--- config.mk ---
export PLATFORM = sky130hd
export DESIGN_NAME = dpid_seq
export DESIGN_NICKNAME = d
export VERILOG_FILES = /design/src/hw/rtl/dpid_pkg.sv /design/src/hw/rtl/dpid_seq.sv
export SDC_FILE = /design/constraint.sdc
export NUM_CORES = 1
export LEC_CHECK = 0
export BUFFER_PORTS_ARGS = -buffer_cell sky130_fd_sc_hd__buf_2
export CAP_MARGIN = 40
export CORE_MARGIN = 4
export CORE_UTILIZATION = 40
export CTS_BUF_LIST = sky130_fd_sc_hd__clkbuf_8
export DETAILED_ROUTE_END_ITERATION = 6
export HOLD_SLACK_MARGIN = 0.05
export SLEW_MARGIN = 0
export SYNTH_ARGS = -nofsm -noshare
export SYNTH_HDL_FRONTEND = slang
export SYNTH_SLANG_ARGS = --single-unit
--- constraint.sdc ---
create_clock -name clk -period 4.8 [get_ports clk]
set_input_delay 0.48 -clock clk [delete_from_list [all_inputs] [get_ports clk]]
set_output_delay 0.48 -clock clk [all_outputs]
set_load 0.02 [all_outputs]
--- src/hw/rtl/dpid_pkg.sv ---
`timescale 1ns / 1ps
`default_nettype none
// ----------------------------------------------------------------------------
// dpid_pkg - shared types and constants of the dual PID velocity controller
// Widths, microcode word layout, control/status bundles and the control ROM.
// ----------------------------------------------------------------------------
package dpid_pkg;

    localparam int DATA_W  = 32;  // Q16.16 errors, gains, outputs
    localparam int DT_W    = 16;  // Q0.16 time step
    localparam int LIM_W   = 31;  // clamp magnitude
    localparam int INTEG_W = 48;  // Q32.16 integral
    localparam int QUO_W   = 48;  // (|diff| << 16) / dt
    localparam int VMAG_W  = 48;  // largest multiplier operand magnitude
    localparam int HI_W    = 48;  // gain times upper operand bits
    localparam int PROD_W  = 64;
    localparam int TERM_W  = 61;  // term magnitude, up to 2^60
    localparam int ACC_W   = 63;  // integral plus one term
    localparam int SUM_W   = 64;  // P + I + D
    localparam int PC_W    = 6;
    localparam int CFG_AW  = 5;
    localparam int PDATA_W = 32;

    localparam logic [DATA_W-1:0]  DATA_MIN  = {1'b1, {(DATA_W-1){1'b0}}};
    localparam logic [DATA_W-1:0]  DATA_MAX  = {1'b0, {(DATA_W-1){1'b1}}};
    localparam logic [INTEG_W-1:0] INTEG_MIN = {1'b1, {(INTEG_W-1){1'b0}}};
    localparam logic [INTEG_W-1:0] INTEG_MAX = {1'b0, {(INTEG_W-1){1'b1}}};
    localparam logic [TERM_W-1:0]  TERM_SAT  = {1'b1, {(TERM_W-1){1'b0}}};
    localparam logic [LIM_W-1:0]   LIM_RESET = LIM_W'(65536);

    localparam logic LANE_LIN = 1'b0;
    localparam logic LANE_ANG = 1'b1;

    typedef enum logic [2:0] {
        REG_LIN_P,
        REG_LIN_I,
        REG_LIN_D,
        REG_ANG_P,
        REG_ANG_I,
        REG_ANG_D,
        REG_LIN_LIM,
        REG_ANG_LIM
    } reg_idx_t;

    typedef enum logic [3:0] {
        OP_NOP,
        OP_DIVGO,   // record diffs, start divider, clear sums
        OP_LD,      // load multiplier operands
        OP_MLO,     // gain times low operand word
        OP_MHI,     // gain times high operand bits
        OP_TERM,    // scale and saturate the product
        OP_IADD,    // add term to integral, saturate
        OP_SADD,    // add term to loop sum
        OP_CLAMP    // clamp both sums into the output register
    } op_t;

    typedef enum logic [1:0] {
        SRC_INC,    // time step times error
        SRC_P,
        SRC_I,
        SRC_D
    } src_t;

    typedef enum logic [1:0] {
        JC_NEXT,
        JC_SKIPD,   // jump to target when no D term is formed
        JC_DIVWAIT, // hold while the divider runs
        JC_END      // hold while the output is full, then finish
    } jc_t;

    typedef enum logic {
        SEQ_IDLE,
        SEQ_RUN
    } seq_state_t;

    typedef struct packed {
        op_t             op;
        logic            lane;
        src_t            src;
        jc_t             jc;
        logic [PC_W-1:0] target;
    } ucode_t;

    typedef struct packed {
        op_t  op;
        logic lane;
        src_t src;
        logic accept;
    } dpid_ctrl_t;

    typedef struct packed {
        logic skip_d;
        logic div_busy;
        logic out_busy;
    } dpid_stat_t;

    typedef struct packed {
        logic [1:0][DATA_W-1:0] p_gain;
        logic [1:0][DATA_W-1:0] i_gain;
        logic [1:0][DATA_W-1:0] d_gain;
        logic [1:0][LIM_W-1:0]  limit;
    } dpid_cfg_t;

    localparam logic [PC_W-1:0] PC_CLAMP = 6'd43;

    function automatic ucode_t uc(op_t op, logic lane, src_t src, jc_t jc,
                                  logic [PC_W-1:0] target);
        ucode_t w;
        w.op     = op;
        w.lane   = lane;
        w.src    = src;
        w.jc     = jc;
        w.target = target;
        return w;
    endfunction

    // Control program, one word per step.
    function automatic ucode_t ucode_rom(logic [PC_W-1:0] pc);
        ucode_t w;
        ucode_t mlo;
        ucode_t mhi;
        ucode_t trm;
        mlo = uc(OP_MLO, LANE_LIN, SRC_INC, JC_NEXT, '0);
        mhi = uc(OP_MHI, LANE_LIN, SRC_INC, JC_NEXT, '0);
        trm = uc(OP_TERM, LANE_LIN, SRC_INC, JC_NEXT, '0);
        w   = uc(OP_NOP, LANE_LIN, SRC_INC, JC_END, '0);
        case (pc)
            6'd0:  w = uc(OP_DIVGO, LANE_LIN, SRC_INC, JC_NEXT, '0);
            // integrals
            6'd1:  w = uc(OP_LD, LANE_LIN, SRC_INC, JC_NEXT, '0);
            6'd2:  w = mlo;
            6'd3:  w = mhi;
            6'd4:  w = trm;
            6'd5:  w = uc(OP_IADD, LANE_LIN, SRC_INC, JC_NEXT, '0);
            6'd6:  w = uc(OP_LD, LANE_ANG, SRC_INC, JC_NEXT, '0);
            6'd7:  w = mlo;
            6'd8:  w = mhi;
            6'd9:  w = trm;
            6'd10: w = uc(OP_IADD, LANE_ANG, SRC_INC, JC_NEXT, '0);
            // P and I terms
            6'd11: w = uc(OP_LD, LANE_LIN, SRC_P, JC_NEXT, '0);
            6'd12: w = mlo;
            6'd13: w = mhi;
            6'd14: w = trm;
            6'd15: w = uc(OP_SADD, LANE_LIN, SRC_P, JC_NEXT, '0);
            6'd16: w = uc(OP_LD, LANE_LIN, SRC_I, JC_NEXT, '0);
            6'd17: w = mlo;
            6'd18: w = mhi;
            6'd19: w = trm;
            6'd20: w = uc(OP_SADD, LANE_LIN, SRC_I, JC_NEXT, '0);
            6'd21: w = uc(OP_LD, LANE_ANG, SRC_P, JC_NEXT, '0);
            6'd22: w = mlo;
            6'd23: w = mhi;
            6'd24: w = trm;
            6'd25: w = uc(OP_SADD, LANE_ANG, SRC_P, JC_NEXT, '0);
            6'd26: w = uc(OP_LD, LANE_ANG, SRC_I, JC_NEXT, '0);
            6'd27: w = mlo;
            6'd28: w = mhi;
            6'd29: w = trm;
            6'd30: w = uc(OP_SADD, LANE_ANG, SRC_I, JC_NEXT, '0);
            // D terms
            6'd31: w = uc(OP_NOP, LANE_LIN, SRC_INC, JC_SKIPD, PC_CLAMP);
            6'd32: w = uc(OP_NOP, LANE_LIN, SRC_INC, JC_DIVWAIT, '0);
            6'd33: w = uc(OP_LD, LANE_LIN, SRC_D, JC_NEXT, '0);
            6'd34: w = mlo;
            6'd35: w = mhi;
            6'd36: w = trm;
            6'd37: w = uc(OP_SADD, LANE_LIN, SRC_D, JC_NEXT, '0);
            6'd38: w = uc(OP_LD, LANE_ANG, SRC_D, JC_NEXT, '0);
            6'd39: w = mlo;
            6'd40: w = mhi;
            6'd41: w = trm;
            6'd42: w = uc(OP_SADD, LANE_ANG, SRC_D, JC_NEXT, '0);
            6'd43: w = uc(OP_CLAMP, LANE_LIN, SRC_INC, JC_END, '0);
            default: w = uc(OP_NOP, LANE_LIN, SRC_INC, JC_END, '0);
        endcase
        return w;
    endfunction

endpackage
`default_nettype wire

--- src/hw/rtl/dpid_seq.sv ---
`timescale 1ns / 1ps
`default_nettype none
// ----------------------------------------------------------------------------
// dpid_seq - microcode sequencer
// Step counter over the control ROM with conditional jumps and holds.
// ----------------------------------------------------------------------------
module dpid_seq
    import dpid_pkg::*;
(
    input  logic       clk,
    input  logic       rst_n,
    input  logic       in_valid,
    input  dpid_stat_t stat,
    output logic       in_stall,
    output dpid_ctrl_t ctrl
);

    seq_state_t      state_reg;
    seq_state_t      state_next;
    logic [PC_W-1:0] pc_reg;
    logic [PC_W-1:0] pc_next;
    ucode_t          word;

    assign word = ucode_rom(pc_reg);

    always_ff @(posedge clk or negedge rst_n)
    begin
        if (!rst_n)
        begin
            state_reg <= SEQ_IDLE;
            pc_reg    <= '0;
        end
        else
        begin
            state_reg <= state_next;
            pc_reg    <= pc_next;
        end
    end

    always_comb
    begin
        state_next  = state_reg;
        pc_next     = pc_reg;
        in_stall    = 1'b1;
        ctrl.op     = OP_NOP;
        ctrl.lane   = word.lane;
        ctrl.src    = word.src;
        ctrl.accept = 1'b0;
        case (state_reg)
            SEQ_IDLE:
            begin
                in_stall = 1'b0;
                if (in_valid)
                begin
                    ctrl.accept = 1'b1;
                    state_next  = SEQ_RUN;
                    pc_next     = '0;
                end
            end
            SEQ_RUN:
            begin
                ctrl.op = word.op;
                case (word.jc)
                    JC_NEXT:    pc_next = pc_reg + 1'b1;
                    JC_SKIPD:   pc_next = stat.skip_d ? word.target : pc_reg + 1'b1;
                    JC_DIVWAIT:
                    begin
                        if (!stat.div_busy)
                        begin
                            pc_next = pc_reg + 1'b1;
                        end
                    end
                    JC_END:
                    begin
                        // hold the step until the output register frees up
                        if (stat.out_busy)
                        begin
                            ctrl.op = OP_NOP;
                        end
                        else
                        begin
                            state_next = SEQ_IDLE;
                            pc_next    = '0;
                        end
                    end
                    default:
                    begin
                        state_next = SEQ_IDLE;
                        pc_next    = '0;
                    end
                endcase
            end
            default:
            begin
                state_next = SEQ_IDLE;
                pc_next    = '0;
            end
        endcase
    end

    a_idle_at_start: assert property (@(posedge clk) disable iff (!rst_n)
        state_reg == SEQ_IDLE |-> pc_reg == '0)
        else $error("sequencer idle away from the first step");

    a_accept_runs: assert property (@(posedge clk) disable iff (!rst_n)
        ctrl.accept |=> state_reg == SEQ_RUN && pc_reg == '0)
        else $error("accepted beat did not start the program");

endmodule
`default_nettype wire

==> out/results.md <==
| Step | Item | This run |
|---|---|---|
| die | Placeable core region | 2500 µm² |
| drt | Number of nets with antenna violations after routing | 0 |
| logic synthesis | Top cell type's share of synthesized area | 16.7% |
| critical path | Family with the most delay on the worst path | compound AO/OA/AOI/OAI gates |
| die | Floorplan die width | 59.2 µm |
| placed design | Estimated wirelength of the detail-placed design | 1850 µm |
| sta | Number of hold violations in the final report | 0 |
| clock network | Number of buffers inserted during clock tree synthesis | 3 |
| die | Number of rows created at floorplan | 18 |
| clock network | Maximum number of buffers from clock root to sink | 2 |
| drt | Routed WL per cell | 14.3 µm |
| logic synthesis | Fraction of the yosys area taken by sequential cells | 16.7% |
| clock network | Buffer type at the clock tree root | sky130_fd_sc_hd__clkbuf_8 |
| global route | Total overflow reported by the global router | 0 |
| sta | Total Negative Setup Slacks | 0 ns |
| drt | Total routed wirelength | 2450 µm |
| clock network | CTS clk-pin slew, worst paths | 0.04 ns |
| cells and area | Layout cells sized above 1 | 19.1% |
| die | Overall die height | 59.2 µm |
| critical path | Data required, critical path | 4.32 ns |
| pwr | Cell area power density | 719 nW/µm² |
| clock network | CTS tree | built |
| logic synthesis | Flip-flop and latch count after synthesis | 7 |
| sta | Unrepaired setup endpoints after global routing | no |
| drt | Number of vias in the routed layout | 1028 |
| die | Initial core utilization | 42.0% |
| clock network | Number of clock sinks | 7 |
| clock network | Count of instances resized after the clock tree is built | 0 |
| sta | Top achievable clock speed | 359 MHz |
| drt | First-pass DRT Iterations | 4 |
| placed design | Placed inst area | 1120 µm² |
| pwr | PnR Total Power | 0.838 mW |
| global route | Number of global-route vias before repair | 916 |
| critical path | Crit path buf inv count | 2 |
| cells and area | Area overhead of the layout relative to synthesis | 11.0% |
| cells and area | Post-layout instance area | 1160 µm² |
| clock network | Post-CTS Hold Buffers | 0 |
| sta | Period minus WS final | 2.78 ns |
| sta | Endpoints failing setup | 0 |
| placed design | Cells after DPL | 167 |
| worst hold path | Hold Path Class | input pin to asynchronous set/reset pin |
| logic synthesis | Mean Syn Cell Area | 7.95 µm² |
| pwr | Peak ir drop on the vdd network | 0.383 mV |
| sta | Max-Slew Margin vs Limit | 50.5% |
| global route | Initial antenna violation count | 0 |
| die | Die ar. | 3510 µm² |
| sta | Final period utilization | 58.0% |
| logic synthesis | Post-Synthesis Cell Area | 1050 µm² |
| global route | First-pass GRT wire length | 4260 µm |
| critical path | Critical path fanouts, max | 10 |
| logic synthesis | Cell taking the most area after synthesis | sky130_fd_sc_hd__dfrtp_1 |
| critical path | Startpoint-to-endpoint class of the critical path | flop to primary output |
| critical path | Critical path cell sequence | inv_1, ha_1, nand2_1, o21ai_0, a21oi_1, a211o_1, a21oi_1, buf_2 |
| critical path | CP peak stage delay | 0.51 ns |
| logic synthesis | Number of instances in the synthesized netlist | 132 |
| clock network | Clock network latency to the later pin of the worst-skew pair | 0.22 ns |
| logic synthesis | Count of distinct cell types in the synthesized netlist | 43 |
| critical path | Most used cell, CP | sky130_fd_sc_hd__a21oi_1 |
| placed design | Count of buffers inserted at the top-level ports | 14 |
| critical path | CP Capture Type | primary output |
| critical path | Crit path DAT | 2.30 ns |
| die | I/O pin count | 15 |
| drt | DRC | 0 |
| sta | Worst Tran Pin Value | 0.742 ns |
| run | Maximum capacitance violations | 0 |
| drt | Number of DRC violations after detailed-routing iteration 0 | 50 |
| sta | Max-slew violation count | 0 |
| global route | Largest net degree at the start of global routing | 25 |
| cells and area | Post-route insts no fill | 171 |
| pwr | Total leakage power | 0.517 nW |
| cells and area | ANT cells | 0 |
| cells and area | Flip-flop count of the largest register, all copies and words added | 6 |
| cells and area | Final nets | 157 |
| clock network | Post-CTS Setup Repair Bufs | 0 |
| sta | Min Hold Slack | 0.0835 ns |
| sta | Clock tree skew after final layout | 0.00343 ns |
| critical path | CP startpoint kind | flop |
| drt | Average vias per placed instance | 6.01 |
| logic synthesis | Largest cells by area after synthesis | sky130_fd_sc_hd__dfrtp_1 (17%), sky130_fd_sc_hd__ha_1 (11%), sky130_fd_sc_hd__o21ai_0 (5.7%), sky130_fd_sc_hd__nand2b_1 (5.4%), sky130_fd_sc_hd__mux2i_1 (4.8%) |
| logic synthesis | Number of warnings issued by yosys | 0 |
| run status | Result of the run | finished clean |
| clock network | H-tree lvl count | 1 |
| placed design | Routability congestion estimate from global placement | 0.781 |
| logic synthesis | Post-synth net total | 147 |
| critical path | Slowest-stage cell, CP | sky130_fd_sc_hd__dfrtp_1 |
| global route | Total GRT Usage | 15.1% |
==> stage by stage <==
step / util (%) / setup slack (ns)
6_report: 46.6 / 2.02
5_1_grt: 46.6 / 1.81
4_1_cts: 46.6 / 2.02
3_3_place_gp: 44.2 / 2.20
2_1_floorplan: - / 2.43
3_5_place_dp: 44.8 / 2.27
==> layout make-up <==
class / instances / area [µm²]
clock buffer: 3 / 41.3
clock inverter: 1 / 3.75
fill: 245 / 1340
inverter: 7 / 26.3
multi-input combinational: 108 / 796
sequential: 7 / 175
tap: 30 / 37.5
timing repair buffer: 15 / 85.1
==> path summary, 6_finish.rpt <==
check	start	depth (start not counted)	end	slack, ns
max	pc_reg[1]	8	ctrl[4]	2.02
min	rst_n	1	pc_reg[3]	0.08
max reg2reg	pc_reg[2]	7	pc_reg[1]	2.32
min reg2reg	state_reg	2	state_reg	0.66
max in group asynchronous	rst_n	1	pc_reg[5]	4.56
min in group clk	stat[0]	3	state_reg	0.55
==> placed cells by master, fill, tap and decap left out, types with 3 or more instances in the layout <==
cell type,instances
sky130_fd_sc_hd__buf_2,14
sky130_fd_sc_hd__o211ai_1,3
sky130_fd_sc_hd__ha_1,9
sky130_fd_sc_hd__nor2_1,6
sky130_fd_sc_hd__o21ai_0,12
sky130_fd_sc_hd__a32o_1,3
sky130_fd_sc_hd__nand2_1,10
sky130_fd_sc_hd__a211oi_1,4
sky130_fd_sc_hd__mux2i_1,5
sky130_fd_sc_hd__clkbuf_8,3
sky130_fd_sc_hd__nand2b_1,9
sky130_fd_sc_hd__nand3_1,4
sky130_fd_sc_hd__o22ai_1,3
sky130_fd_sc_hd__a21oi_1,8
sky130_fd_sc_hd__inv_1,6
sky130_fd_sc_hd__dfrtp_1,7
==> cells in the mapped netlist, drive strengths merged <==
cell and instances:
nor3b 1, a22o 2, a31o 1, and4b 1
a21bo 1, a2bb2oi 2, nand3b 2, buf 10
nor4b 1, o22a 1, o22ai 3, xnor2 1
nand4b 1, inv 7, nor2 7, o21ai 12
and2 1, a32oi 1, ha 9, o31a 1
dfrtp 7, or4b 1, o211ai 3, nand3 4
o31ai 1, nand2b 9, nor3 2, a21o 2
a21oi 8, a211o 2, a32o 3, nor2b 3
nand2 10, mux2i 5, and2b 1, a211oi 4
a31oi 2
==> metal layers <==
| layer | vias to the layer above | track usage, % | routed length (µm) | share of wire (%) |
|---|---|---|---|---|
| li1 | 508 | - | - | - |
| met1 | 492 | 22.7 | 1220 | 50 |
| met2 | 28 | 22.8 | 1130 | 46 |
| met3 | 0 | 1.74 | 102 | 4.2 |
| met4 | 0 | 3.56 | 0 | 0 |
| met5 | - | 0 | 0 | 0 |
==> cells by family (layout without fill, tap and decap cells) <==
family          after synthesis  after routing  synth area share (%)
compound gates               49             49                  34.3
fa+ha+maj                     9              9                  10.7
buf+inv                      17             26                  7.51
mux                           5              5                  4.77
flops                         7              7                  16.7
simple gates                 44             44                  25.1
xor+xnor                      1              1                 0.834
==> power by group <==
group,internal [mW],total [mW],switching [mW]
Combinational,0.262,0.594,0.333
Clock,0.0549,0.0759,0.0210
Sequential,0.0821,0.167,0.0851
No activity file was read; power rests on OpenSTA's default activity.
