===== config.mk =====
export PLATFORM = sky130hd
export DESIGN_NAME = dpid_cfg
export DESIGN_NICKNAME = d
export VERILOG_FILES = /design/src/hw/rtl/dpid_pkg.sv /design/src/hw/rtl/dpid_cfg.sv
export SDC_FILE = /design/constraint.sdc
export NUM_CORES = 1
export LEC_CHECK = 0
export BUFFER_PORTS_ARGS = -buffer_cell sky130_fd_sc_hd__buf_2
export CORE_MARGIN = 5
export CORE_UTILIZATION = 43
export CTS_BUF_LIST = sky130_fd_sc_hd__clkbuf_4 sky130_fd_sc_hd__clkbuf_8
export CTS_CLUSTER_DIAMETER = 30
export CTS_CLUSTER_SIZE = 14
export DETAILED_ROUTE_END_ITERATION = 12
export HOLD_SLACK_MARGIN = 0.15
export PLACE_DENSITY_LB_ADDON = 0.12
export SYNTH_ARGS = -nofsm -noshare
export SYNTH_HDL_FRONTEND = slang
export SYNTH_SLANG_ARGS = --single-unit

===== constraint.sdc =====
create_clock -name clk -period 1.45 [get_ports clk]
set_clock_uncertainty 0.15 [all_clocks]
set_input_delay 0.145 -clock clk [delete_from_list [all_inputs] [get_ports clk]]
set_output_delay 0.145 -clock clk [all_outputs]
set_load 0.005 [all_outputs]

===== src/hw/rtl/dpid_pkg.sv =====
`timescale 1ns / 1ps
`default_nettype none
// ----------------------------------------------------------------------------
// dpid_pkg - shared types and constants of the dual PID velocity controller
// Widths, microcode word layout, control/status bundles and the control ROM.
// ----------------------------------------------------------------------------
package dpid_pkg;

    localparam int DATA_W  = 32;  // Q16.16 errors, gains, outputs
    localparam int DT_W    = 16;  // Q0.16 time step
    localparam int LIM_W   = 31;  // clamp magnitude
    localparam int INTEG_W = 48;  // Q32.16 integral
    localparam int QUO_W   = 48;  // (|diff| << 16) / dt
    localparam int VMAG_W  = 48;  // largest multiplier operand magnitude
    localparam int HI_W    = 48;  // gain times upper operand bits
    localparam int PROD_W  = 64;
    localparam int TERM_W  = 61;  // term magnitude, up to 2^60
    localparam int ACC_W   = 63;  // integral plus one term
    localparam int SUM_W   = 64;  // P + I + D
    localparam int PC_W    = 6;
    localparam int CFG_AW  = 5;
    localparam int PDATA_W = 32;

    localparam logic [DATA_W-1:0]  DATA_MIN  = {1'b1, {(DATA_W-1){1'b0}}};
    localparam logic [DATA_W-1:0]  DATA_MAX  = {1'b0, {(DATA_W-1){1'b1}}};
    localparam logic [INTEG_W-1:0] INTEG_MIN = {1'b1, {(INTEG_W-1){1'b0}}};
    localparam logic [INTEG_W-1:0] INTEG_MAX = {1'b0, {(INTEG_W-1){1'b1}}};
    localparam logic [TERM_W-1:0]  TERM_SAT  = {1'b1, {(TERM_W-1){1'b0}}};
    localparam logic [LIM_W-1:0]   LIM_RESET = LIM_W'(65536);

    localparam logic LANE_LIN = 1'b0;
    localparam logic LANE_ANG = 1'b1;

    typedef enum logic [2:0] {
        REG_LIN_P,
        REG_LIN_I,
        REG_LIN_D,
        REG_ANG_P,
        REG_ANG_I,
        REG_ANG_D,
        REG_LIN_LIM,
        REG_ANG_LIM
    } reg_idx_t;

    typedef enum logic [3:0] {
        OP_NOP,
        OP_DIVGO,   // record diffs, start divider, clear sums
        OP_LD,      // load multiplier operands
        OP_MLO,     // gain times low operand word
        OP_MHI,     // gain times high operand bits
        OP_TERM,    // scale and saturate the product
        OP_IADD,    // add term to integral, saturate
        OP_SADD,    // add term to loop sum
        OP_CLAMP    // clamp both sums into the output register
    } op_t;

    typedef enum logic [1:0] {
        SRC_INC,    // time step times error
        SRC_P,
        SRC_I,
        SRC_D
    } src_t;

    typedef enum logic [1:0] {
        JC_NEXT,
        JC_SKIPD,   // jump to target when no D term is formed
        JC_DIVWAIT, // hold while the divider runs
        JC_END      // hold while the output is full, then finish
    } jc_t;

    typedef enum logic {
        SEQ_IDLE,
        SEQ_RUN
    } seq_state_t;

    typedef struct packed {
        op_t             op;
        logic            lane;
        src_t            src;
        jc_t             jc;
        logic [PC_W-1:0] target;
    } ucode_t;

    typedef struct packed {
        op_t  op;
        logic lane;
        src_t src;
        logic accept;
    } dpid_ctrl_t;

    typedef struct packed {
        logic skip_d;
        logic div_busy;
        logic out_busy;
    } dpid_stat_t;

    typedef struct packed {
        logic [1:0][DATA_W-1:0] p_gain;
        logic [1:0][DATA_W-1:0] i_gain;
        logic [1:0][DATA_W-1:0] d_gain;
        logic [1:0][LIM_W-1:0]  limit;
    } dpid_cfg_t;

    localparam logic [PC_W-1:0] PC_CLAMP = 6'd43;

    function automatic ucode_t uc(op_t op, logic lane, src_t src, jc_t jc,
                                  logic [PC_W-1:0] target);
        ucode_t w;
        w.op     = op;
        w.lane   = lane;
        w.src    = src;
        w.jc     = jc;
        w.target = target;
        return w;
    endfunction

    // Control program, one word per step.
    function automatic ucode_t ucode_rom(logic [PC_W-1:0] pc);
        ucode_t w;
        ucode_t mlo;
        ucode_t mhi;
        ucode_t trm;
        mlo = uc(OP_MLO, LANE_LIN, SRC_INC, JC_NEXT, '0);
        mhi = uc(OP_MHI, LANE_LIN, SRC_INC, JC_NEXT, '0);
        trm = uc(OP_TERM, LANE_LIN, SRC_INC, JC_NEXT, '0);
        w   = uc(OP_NOP, LANE_LIN, SRC_INC, JC_END, '0);
        case (pc)
            6'd0:  w = uc(OP_DIVGO, LANE_LIN, SRC_INC, JC_NEXT, '0);
            // integrals
            6'd1:  w = uc(OP_LD, LANE_LIN, SRC_INC, JC_NEXT, '0);
            6'd2:  w = mlo;
            6'd3:  w = mhi;
            6'd4:  w = trm;
            6'd5:  w = uc(OP_IADD, LANE_LIN, SRC_INC, JC_NEXT, '0);
            6'd6:  w = uc(OP_LD, LANE_ANG, SRC_INC, JC_NEXT, '0);
            6'd7:  w = mlo;
            6'd8:  w = mhi;
            6'd9:  w = trm;
            6'd10: w = uc(OP_IADD, LANE_ANG, SRC_INC, JC_NEXT, '0);
            // P and I terms
            6'd11: w = uc(OP_LD, LANE_LIN, SRC_P, JC_NEXT, '0);
            6'd12: w = mlo;
            6'd13: w = mhi;
            6'd14: w = trm;
            6'd15: w = uc(OP_SADD, LANE_LIN, SRC_P, JC_NEXT, '0);
            6'd16: w = uc(OP_LD, LANE_LIN, SRC_I, JC_NEXT, '0);
            6'd17: w = mlo;
            6'd18: w = mhi;
            6'd19: w = trm;
            6'd20: w = uc(OP_SADD, LANE_LIN, SRC_I, JC_NEXT, '0);
            6'd21: w = uc(OP_LD, LANE_ANG, SRC_P, JC_NEXT, '0);
            6'd22: w = mlo;
            6'd23: w = mhi;
            6'd24: w = trm;
            6'd25: w = uc(OP_SADD, LANE_ANG, SRC_P, JC_NEXT, '0);
            6'd26: w = uc(OP_LD, LANE_ANG, SRC_I, JC_NEXT, '0);
            6'd27: w = mlo;
            6'd28: w = mhi;
            6'd29: w = trm;
            6'd30: w = uc(OP_SADD, LANE_ANG, SRC_I, JC_NEXT, '0);
            // D terms
            6'd31: w = uc(OP_NOP, LANE_LIN, SRC_INC, JC_SKIPD, PC_CLAMP);
            6'd32: w = uc(OP_NOP, LANE_LIN, SRC_INC, JC_DIVWAIT, '0);
            6'd33: w = uc(OP_LD, LANE_LIN, SRC_D, JC_NEXT, '0);
            6'd34: w = mlo;
            6'd35: w = mhi;
            6'd36: w = trm;
            6'd37: w = uc(OP_SADD, LANE_LIN, SRC_D, JC_NEXT, '0);
            6'd38: w = uc(OP_LD, LANE_ANG, SRC_D, JC_NEXT, '0);
            6'd39: w = mlo;
            6'd40: w = mhi;
            6'd41: w = trm;
            6'd42: w = uc(OP_SADD, LANE_ANG, SRC_D, JC_NEXT, '0);
            6'd43: w = uc(OP_CLAMP, LANE_LIN, SRC_INC, JC_END, '0);
            default: w = uc(OP_NOP, LANE_LIN, SRC_INC, JC_END, '0);
        endcase
        return w;
    endfunction

endpackage
`default_nettype wire


===== src/hw/rtl/dpid_cfg.sv =====
`timescale 1ns / 1ps
`default_nettype none
// ----------------------------------------------------------------------------
// dpid_cfg - configuration register file
// APB-style write/read of the six gains and two speed limits.
// ----------------------------------------------------------------------------
module dpid_cfg
    import dpid_pkg::*;
(
    input  logic               clk,
    input  logic               rst_n,
    input  logic               psel,
    input  logic               penable,
    input  logic               pwrite,
    input  logic [CFG_AW-1:0]  paddr,
    input  logic [PDATA_W-1:0] pwdata,
    output logic [PDATA_W-1:0] prdata,
    output logic               pready,
    output dpid_cfg_t          cfg
);

    logic [1:0][DATA_W-1:0] p_reg;
    logic [1:0][DATA_W-1:0] i_reg;
    logic [1:0][DATA_W-1:0] d_reg;
    logic [1:0][LIM_W-1:0]  lim_reg;
    reg_idx_t               idx;
    logic                   wr;

    assign idx    = reg_idx_t'(paddr[CFG_AW-1:2]);
    assign wr     = psel && penable && pwrite;
    assign pready = 1'b1;

    always_ff @(posedge clk or negedge rst_n)
    begin
        if (!rst_n)
        begin
            p_reg   <= '0;
            i_reg   <= '0;
            d_reg   <= '0;
            lim_reg <= {LIM_RESET, LIM_RESET};
        end
        else if (wr)
        begin
            case (idx)
                REG_LIN_P:   p_reg[LANE_LIN]   <= pwdata;
                REG_LIN_I:   i_reg[LANE_LIN]   <= pwdata;
                REG_LIN_D:   d_reg[LANE_LIN]   <= pwdata;
                REG_ANG_P:   p_reg[LANE_ANG]   <= pwdata;
                REG_ANG_I:   i_reg[LANE_ANG]   <= pwdata;
                REG_ANG_D:   d_reg[LANE_ANG]   <= pwdata;
                REG_LIN_LIM: lim_reg[LANE_LIN] <= pwdata[LIM_W-1:0];
                REG_ANG_LIM: lim_reg[LANE_ANG] <= pwdata[LIM_W-1:0];
                default:     ;
            endcase
        end
    end

    always_comb
    begin
        case (idx)
            REG_LIN_P:   prdata = p_reg[LANE_LIN];
            REG_LIN_I:   prdata = i_reg[LANE_LIN];
            REG_LIN_D:   prdata = d_reg[LANE_LIN];
            REG_ANG_P:   prdata = p_reg[LANE_ANG];
            REG_ANG_I:   prdata = i_reg[LANE_ANG];
            REG_ANG_D:   prdata = d_reg[LANE_ANG];
            REG_LIN_LIM: prdata = {1'b0, lim_reg[LANE_LIN]};
            REG_ANG_LIM: prdata = {1'b0, lim_reg[LANE_ANG]};
            default:     prdata = '0;
        endcase
    end

    assign cfg.p_gain = p_reg;
    assign cfg.i_gain = i_reg;
    assign cfg.d_gain = d_reg;
    assign cfg.limit  = lim_reg;

endmodule
`default_nettype wire


==> run_results.csv, run 1 <==
group,metric,value,unit
worst_hold_path,holdCritStartpoint,"penable",
synth,syn_inst,864,
place,numPortBuffers,325,
route,drt-initial-drc-count,504,
clocking,h-tree-depth,2,
timing,clock.fmax,0.4938,GHz
timing,maxSlewViolCount,0,
timing,post-route-period-util,139.6,%
synth,yosysUniqueCellTypes,41,
synth,netlist_top_cells_area,"dfrtp_1 (54%), mux2_2 (25%), o211ai_1 (3.1%)",
layout,finalInstanceArea,17640,um^2
timing,hold_slack,0.1665,ns
route,vias_per_cell,5.478,
clocking,cts-root-buf,"clkbuf_8",
job,drv_cap,0,
layout,largest_register_ffs,254,
die,start_util,43.72,%
layout,drive_above_1_share,65.73,%
die,die_w,175.5,um
worst_hold_path,hold_class,"input port to flip-flop",
synth,synthArstFlopShare,100.0,%
clocking,insertion_delay,0.55,ns
die,num_rows,60,
power_and_ir_drop,power_leakage,8.633,nW
layout,nets,1422,
worst_setup_path,regToRegEndpoint,"cfg[149]",
synth,ys.flop_type,"dfrtp_1",
route,wirelength,40570,um
synth,synth_seq_area_share,53.96,%
die,dieHeight,175.5,um
synth,yosysWarnings,0,
synth,synth_top_area_cell,"dfrtp_1",
worst_setup_path,path_class,"flip-flop to primary output",
layout,fin_util,65.45,%
worst_setup_path,crit_fanout,2,
worst_setup_path,worst_ep_arrival_time,1.73,ns
route,num_vias,9668,
worst_setup_path,worst_r2r_path_depth,3,
die,core_region_area,26950,um^2
route,dr.pass1.iters,5,
clocking,cts_buffer_depth,3,
global_routing,grt_start_max_net_pins,52,
timing,finalSetupViolations,101,
status,status,"finished with violations",
clocking,clk_transition_reported_paths,0.06,ns
worst_setup_path,timing.rr.start,"cfg[149]",
die,num_io_pins,329,
synth,syn_avg_cell_area,13.64,um^2
place,hpwl,26900,um
layout,syn2layout_area_growth,49.69,%
worst_setup_path,endpoint_kind,"primary output",
route,wire_per_inst,22.98,um
clocking,cts_buffers,56,
layout,fillers,2123,
global_routing,grt_usage,25.62,%
layout,antenna_cells,0,
synth,synth_nets,906,
route,ant_nets,0,
global_routing,grt_pass1_vias,10300,
synth,synth_seq_cells,254,
synth,synth_top_area_share,53.51,%
route,drc,0,
power_and_ir_drop,max-vdd-ir-drop,0.0008854,V
timing,rsz0062_at_grt,"true",
global_routing,globalRoute.totalOverflow,0,
global_routing,grt_pass1_wl,62140,um
clocking,clock-sinks,254,
synth,synth_area,11780,um^2
power_and_ir_drop,p_per_area,1456,nW/um^2
place,pre_cts_slack,-0.3386,ns
timing,final_hold_viol_count,0,
status,violations,"setup timing",
place,placed_cell_area,14680,um^2
power_and_ir_drop,totalPowerFinal,0.02569,W
timing,setup_slack,-0.5749,ns
timing,min_period,2.025,ns
clocking,cts_tree,"built",
die,dieArea,30810,um^2
worst_hold_path,min_delay_path_depth,5,
worst_hold_path,holdPathEnd,"cfg[89]",
place,place.gp.congestion,0.8219,
global_routing,antenna_found_initial,3,
worst_setup_path,reg2reg_slack,0.27,ns
synth,synth_enable_flop_cells,0,
worst_setup_path,required,1.15,ns
worst_setup_path,worstSetupStartpointType,"flip-flop",
critical path: stages, from the launching register on:
cell and delay, ns:
dfrtp_1 0.39, mux4_2 0.49, nand2_2 0.08, o31ai_2 0.08
buf_2 0.14
per-layer routing:
layer  global-route usage (%)  up-vias  wire, um
li1                         -     4240         -
met1                    35.35     4977     17610
met2                    41.12      358     19320
met3                    5.209       87      2627
met4                    7.895        6       982
met5                        0        -        26
kinds of logic (layout without fill, tap and decap cells):
group	Yosys count	count (layout)	synth area share, %
multiplexers	294	294	28.10
flip-flops	254	254	53.96
AO/OA/AOI/OAI	149	149	9.715
other	1	1	0.03182
AND/OR/NAND/NOR	99	99	4.916
buffers and inverters	67	627	3.281
cell usage after synthesis (2+ instances only):
library cell / number
nand2_1: 3
a31oi_1: 24
clkbuf_1: 8
o211ai_1: 48
mux2_2: 266
dfrtp_1: 252
mux2_1: 18
a211oi_1: 2
mux2i_1: 9
a41oi_1: 2
a221oi_1: 6
a211o_1: 2
nor3_2: 2
or2_2: 24
a21bo_2: 24
o21ai_0: 5
or2b_1: 4
nor3b_1: 2
buf_2: 30
buf_4: 26
nand2b_1: 22
inv_1: 2
o22a_1: 2
nor2_1: 30
a21oi_1: 2
a22oi_1: 28
nor2_2: 5
o22ai_1: 2
dfstp_2: 2
repair_timing:
item,in CTS,in global routing
pin swaps,17,13
resized for setup,119,62
hold endpoints to repair,508,0
setup buffers,40,41
endpoints found under the setup margin,85,165
hold buffers,34,0
cell type report:
type / count / area, um^2 / area share, %
clock buffers: 72 / 953.4 / 5.405
clock inverters: 30 / 427.9 / 2.426
inverters: 2 / 7.507 / 0.04256
multi-input cells: 543 / 5195 / 29.45
flip-flops and latches: 254 / 6359 / 36.05
well taps: 341 / 426.7 / 2.419
repair buffers: 523 / 4270 / 24.21
stage by stage:
step | instances | setup TNS (ns)
floorplan | 864 | 0
global placement | 1571 | -68.04
detailed placement | 1571 | -72.57
CTS | 1742 | -21.42
global route | 1765 | -26.34
finish | 1765 | -19.52
report_power, final:
group,internal [W],switching (W),leakage [nW]
registers,0.00850,0.00120,3.24
clock network,0.00612,0.00341,0.704
logic,0.00402,0.00244,4.69
total,0.0186,0.00705,8.63
worst max-delay path by stage:
| stage | from | slack, ns | to |
|---|---|---|---|
| 2_1_floorplan | paddr[2] | 0.03 | prdata[0] |
| 3_3_place_gp | paddr[3] | -0.33 | prdata[9] |
| 3_5_place_dp | paddr[3] | -0.34 | prdata[9] |
| 4_1_cts | cfg[221] | -0.60 | prdata[31] |
| 5_1_grt | cfg[29] | -0.64 | prdata[29] |
| 6_report | cfg[125] | -0.57 | prdata[31] |
cell usage in the layout, fill, tap and decap left out, drive strengths merged, types with 2 or more instances in the layout:
cell / count
nor3b: 2
a221oi: 6
dfrtp: 252
dlygate4sd3: 34
a22oi: 28
nand2b: 22
a211o: 2
mux2i: 9
a211oi: 2
o21ai: 5
bufinv: 10
buf: 489
or2b: 4
dfstp: 2
mux2: 284
a41oi: 2
clkinv: 14
nand2: 4
a31oi: 24
clkinvlp: 5
o211ai: 48
a21bo: 24
clkbuf: 72
o22a: 2
a21oi: 2
o22ai: 2
nor3: 2
or2: 24
nor2: 35
inv: 3
Power figures use the tool's default switching activity.
==> run 2: changes to the inputs <==
CAP_MARGIN = 20   (was not set)
SKIP_CTS_REPAIR_TIMING = 1   (was not set)
==> run_results.csv, run 2 (synthesis gave the netlist of run 1 again) <==
group,metric,value,unit
place,hpwl,26900,um
power_and_ir_drop,p_comb_share,23.4,%
worst_setup_path,worst_r2r_path_depth,3,
timing,clock.fmax,0.4983,GHz
die,num_io_pins,329,
die,die_w,175.5,um
power_and_ir_drop,p_per_area,1461,nW/um^2
global_routing,grt_pass1_wl,59770,um
global_routing,grt_start_max_net_pins,52,
clocking,cts_buffers,56,
route,ant_nets,0,
route,dr.pass1.iters,4,
place,place.gp.congestion,0.8219,
power_and_ir_drop,p_switching,0.006880,W
die,core_region_area,26950,um^2
layout,layout_common_cells,"buf_2 (277), mux2_2 (261), dfrtp_1 (252)",
timing,maxSlewViolCount,0,
clocking,insertion_delay,0.55,ns
timing,setup_slack,-0.5570,ns
timing,rsz0062_at_grt,"true",
worst_setup_path,worstSetupStartpointType,"flip-flop",
route,num_vias,9484,
power_and_ir_drop,seqPwrFrac,38.7,%
worst_setup_path,required,1.15,ns
worst_setup_path,regToRegEndpoint,"cfg[26]",
layout,largest_register_ffs,254,
timing,min_period,2.007,ns
worst_setup_path,timing.rr.start,"cfg[26]",
timing,post-route-period-util,138.4,%
layout,syn2layout_area_growth,45.83,%
clocking,clk_transition_reported_paths,0.06,ns
layout,final_common_cell,"buf_2",
timing,setup_tns,-17.97,ns
global_routing,grt_usage,24.67,%
route,vias_per_cell,5.457,
worst_setup_path,crit_fanout,2,
timing,final_hold_viol_count,0,
layout,drive_above_1_share,65.21,%
die,dieHeight,175.5,um
place,pre_cts_slack,-0.3386,ns
worst_setup_path,reg2reg_slack,0.28,ns
route,wire_per_inst,22.86,um
worst_setup_path,path_class,"flip-flop to primary output",
clocking,h-tree-depth,2,
status,status,"finished with violations",
worst_setup_path,worst_ep_arrival_time,1.71,ns
worst_hold_path,hold_class,"input port to flip-flop",
job,drv_cap,0,
global_routing,globalRoute.totalOverflow,0,
power_and_ir_drop,swShare,27.41,%
layout,antenna_cells,0,
worst_hold_path,holdCritStartpoint,"penable",
layout,nets,1395,
die,num_rows,60,
global_routing,antenna_found_initial,3,
global_routing,grt_pass1_vias,9825,
layout,fin_util,63.76,%
power_and_ir_drop,max-vdd-ir-drop,0.0008126,V
status,violations,"setup timing",
clocking,cts_buffer_depth,3,
worst_setup_path,endpoint_kind,"primary output",
route,drt-initial-drc-count,440,
power_and_ir_drop,power_leakage,8.430,nW
die,start_util,43.72,%
route,wirelength,39730,um
place,dpl.cell_count,1571,
power_and_ir_drop,p_clk_share,37.9,%
place,numPortBuffers,325,
timing,finalSetupViolations,83,
layout,fin_cells,1738,
worst_hold_path,min_delay_path_depth,5,
route,drc,0,
clocking,cts_tree,"built",
worst_hold_path,holdPathEnd,"cfg[89]",
die,dieArea,30810,um^2
clocking,cts-root-buf,"clkbuf_8",
power_and_ir_drop,p_int,0.01822,W
clocking,clock-sinks,254,
## run 2: critical path, stage by stage (launching register included)
cell and delay [ns]:
dfrtp_1 0.39, mux2_4 0.28, a221oi_2 0.23, o21ai_1 0.10, buf_2 0.14
## run 2: per-layer routing
metal	GRT usage [%]	vias up	wire length [um]
met2	39.35	333	18960
met4	7.277	6	913
met1	34.18	4882	17500
met5	0	-	26
met3	5.359	78	2324
li1	-	4185	-
## run 2: how the worst max path moves through the flow
stage | start | to | slack, ns | cells past startpoint
floorplan | paddr[2] | prdata[0] | 0.03 | 6
global placement | paddr[3] | prdata[9] | -0.33 | 6
detailed placement | paddr[3] | prdata[9] | -0.34 | 6
CTS | cfg[103] | prdata[9] | -0.63 | 4
global route | cfg[29] | prdata[29] | -0.64 | 4
finish | cfg[29] | prdata[29] | -0.56 | 4
## run 2: power groups by stage
stage	Clock, W	Combinational [W]	Sequential, W
2_1_floorplan	0	0.00209	0.00961
3_3_place_gp	0	0.00495	0.00974
3_5_place_dp	0	0.00503	0.00976
4_1_cts	0.00970	0.00505	0.00965
5_1_grt	0.0101	0.00636	0.00988
6_report	0.00951	0.00588	0.00971
## run 2: metrics by stage
step | hold WS, ns | cell area, um^2 | power, W
floorplan | -0.3006 | 11780 | 0.01171
global placement | -0.09506 | 14680 | 0.01469
detailed placement | -0.09122 | 14680 | 0.01479
CTS | -0.7045 | 16060 | 0.02440
global route | 0.1574 | 17180 | 0.02634
finish | 0.1642 | 17180 | 0.02510
## run 2: final cells by class
cell class              instances  area, um^2
fillers                      2190        9767
flip-flops and latches        254        6359
multi-input cells             543        5199
repair buffers                496        3811
clock buffers                  72       953.4
clock inverters                30       427.9
well taps                     341       426.7
inverters                       2       7.507
==> run 3: changes to the inputs <==
clock period = 2.2 ns   (was 1.45 ns; I/O delays follow)
==> run_results.csv, run 3 (synthesis gave the netlist of run 1 again) <==
group,metric,value,unit
timing,maxSlewViolCount,0,
timing,post-route-period-util,97.95,%
clocking,cts_tree,"built",
layout,nets,1305,
global_routing,grt_pass1_vias,9308,
clocking,cts_buffer_depth,3,
route,num_vias,9055,
power_and_ir_drop,power_leakage,7.880,nW
die,num_io_pins,329,
layout,layout_common_cells,"buf_2 (323), mux2_2 (266), dfrtp_1 (252)",
clocking,h-tree-depth,2,
power_and_ir_drop,totalPowerFinal,0.01616,W
global_routing,globalRoute.totalOverflow,0,
layout,largest_register_ffs,254,
worst_setup_path,required,1.83,ns
worst_setup_path,crit_fanout,3,
timing,rsz0062_at_grt,"false",
place,pre_cts_slack,0.1889,ns
layout,drive_above_1_share,61.77,%
global_routing,grt_usage,23.80,%
route,dr.pass1.iters,5,
die,num_rows,60,
route,vias_per_cell,5.485,
worst_hold_path,hold_class,"input port to flip-flop",
global_routing,antenna_found_initial,4,
worst_setup_path,endpoint_kind,"primary output",
clocking,insertion_delay,0.56,ns
worst_setup_path,path_class,"flip-flop to primary output",
job,drv_cap,0,
layout,syn2layout_area_growth,36.08,%
place,numPortBuffers,325,
route,wire_per_inst,22.76,um
global_routing,grt_start_max_net_pins,61,
die,core_region_area,26950,um^2
clocking,cts_buffers,56,
worst_hold_path,min_delay_path_depth,5,
place,place.gp.congestion,0.8029,
route,ant_nets,0,
timing,final_hold_viol_count,0,
timing,clock.fmax,0.4640,GHz
die,dieArea,30810,um^2
power_and_ir_drop,max-vdd-ir-drop,0.0005670,V
global_routing,grt_pass1_wl,57280,um
timing,min_period,2.155,ns
route,wirelength,37580,um
route,drc,0,
clocking,clk_transition_reported_paths,0.06,ns
route,drt-initial-drc-count,474,
timing,finalSetupViolations,0,
clocking,cts-root-buf,"clkbuf_8",
power_and_ir_drop,p_per_area,1008,nW/um^2
worst_setup_path,worstSetupStartpointType,"flip-flop",
worst_setup_path,worst_ep_arrival_time,1.79,ns
die,dieHeight,175.5,um
place,hpwl,25360,um
status,status,"finished, final reports clean",
timing,setup_tns,0,ns
timing,setup_slack,0.04499,ns
layout,final_common_cell,"buf_2",
clocking,clock-sinks,254,
die,start_util,43.72,%
die,die_w,175.5,um
worst_setup_path,worst_r2r_path_depth,2,
==> run 3: per-layer routing <==
metal	global-route usage, %	share of wire [%]
met4	6.985	2.2
met3	6.500	7.7
met2	38.75	48
met1	31.44	42
met5	0	0.037
==> run 3: area by class of cell <==
class / count / area, um^2
antenna: 2 / 5.005
clock buffer: 78 / 1011
clock inverter: 25 / 461.7
fill: 2306 / 10920
inverter: 2 / 7.507
multi-input combinational: 543 / 5107
sequential: 254 / 6359
tap: 341 / 426.7
timing repair buffer: 406 / 2658
==> run 3: stage by stage <==
stage	std cells	utilization [%]	area (um^2)	hold slack, ns
6_report	1651	59.50	16040	0.2428
2_1_floorplan	864	-	11780	-0.2256
3_5_place_dp	1510	52.63	14180	-0.05268
3_3_place_gp	1510	52.63	14180	-0.05158
4_1_cts	1613	58.09	15660	-0.6762
5_1_grt	1651	59.50	16040	0.2409
==> run 3: worst max-delay path, stage by stage (launching register included) <==
cell,delay (ns)
dfrtp_1,0.36
mux2i_1,0.09
a211o_1,0.30
a41oi_1,0.30
buf_2,0.18
==> run 3: path summary, 6_finish.rpt <==
check | from | to | slack (ns)
max | cfg[40] | prdata[9] | 0.04
min | penable | cfg[124] | 0.24
max reg2reg | cfg[24] | cfg[24] | 1.13
min reg2reg | cfg[188] | cfg[188] | 0.35
max in group asynchronous | rst_n | cfg[16] | 0.90
min in group asynchronous | rst_n | cfg[239] | 0.61
==> run 3: power breakdown <==
group | internal, W | switching, W
Sequential | 0.00560 | 0.000749
Clock | 0.00450 | 0.00219
Combinational | 0.00178 | 0.00134
Total | 0.0119 | 0.00428
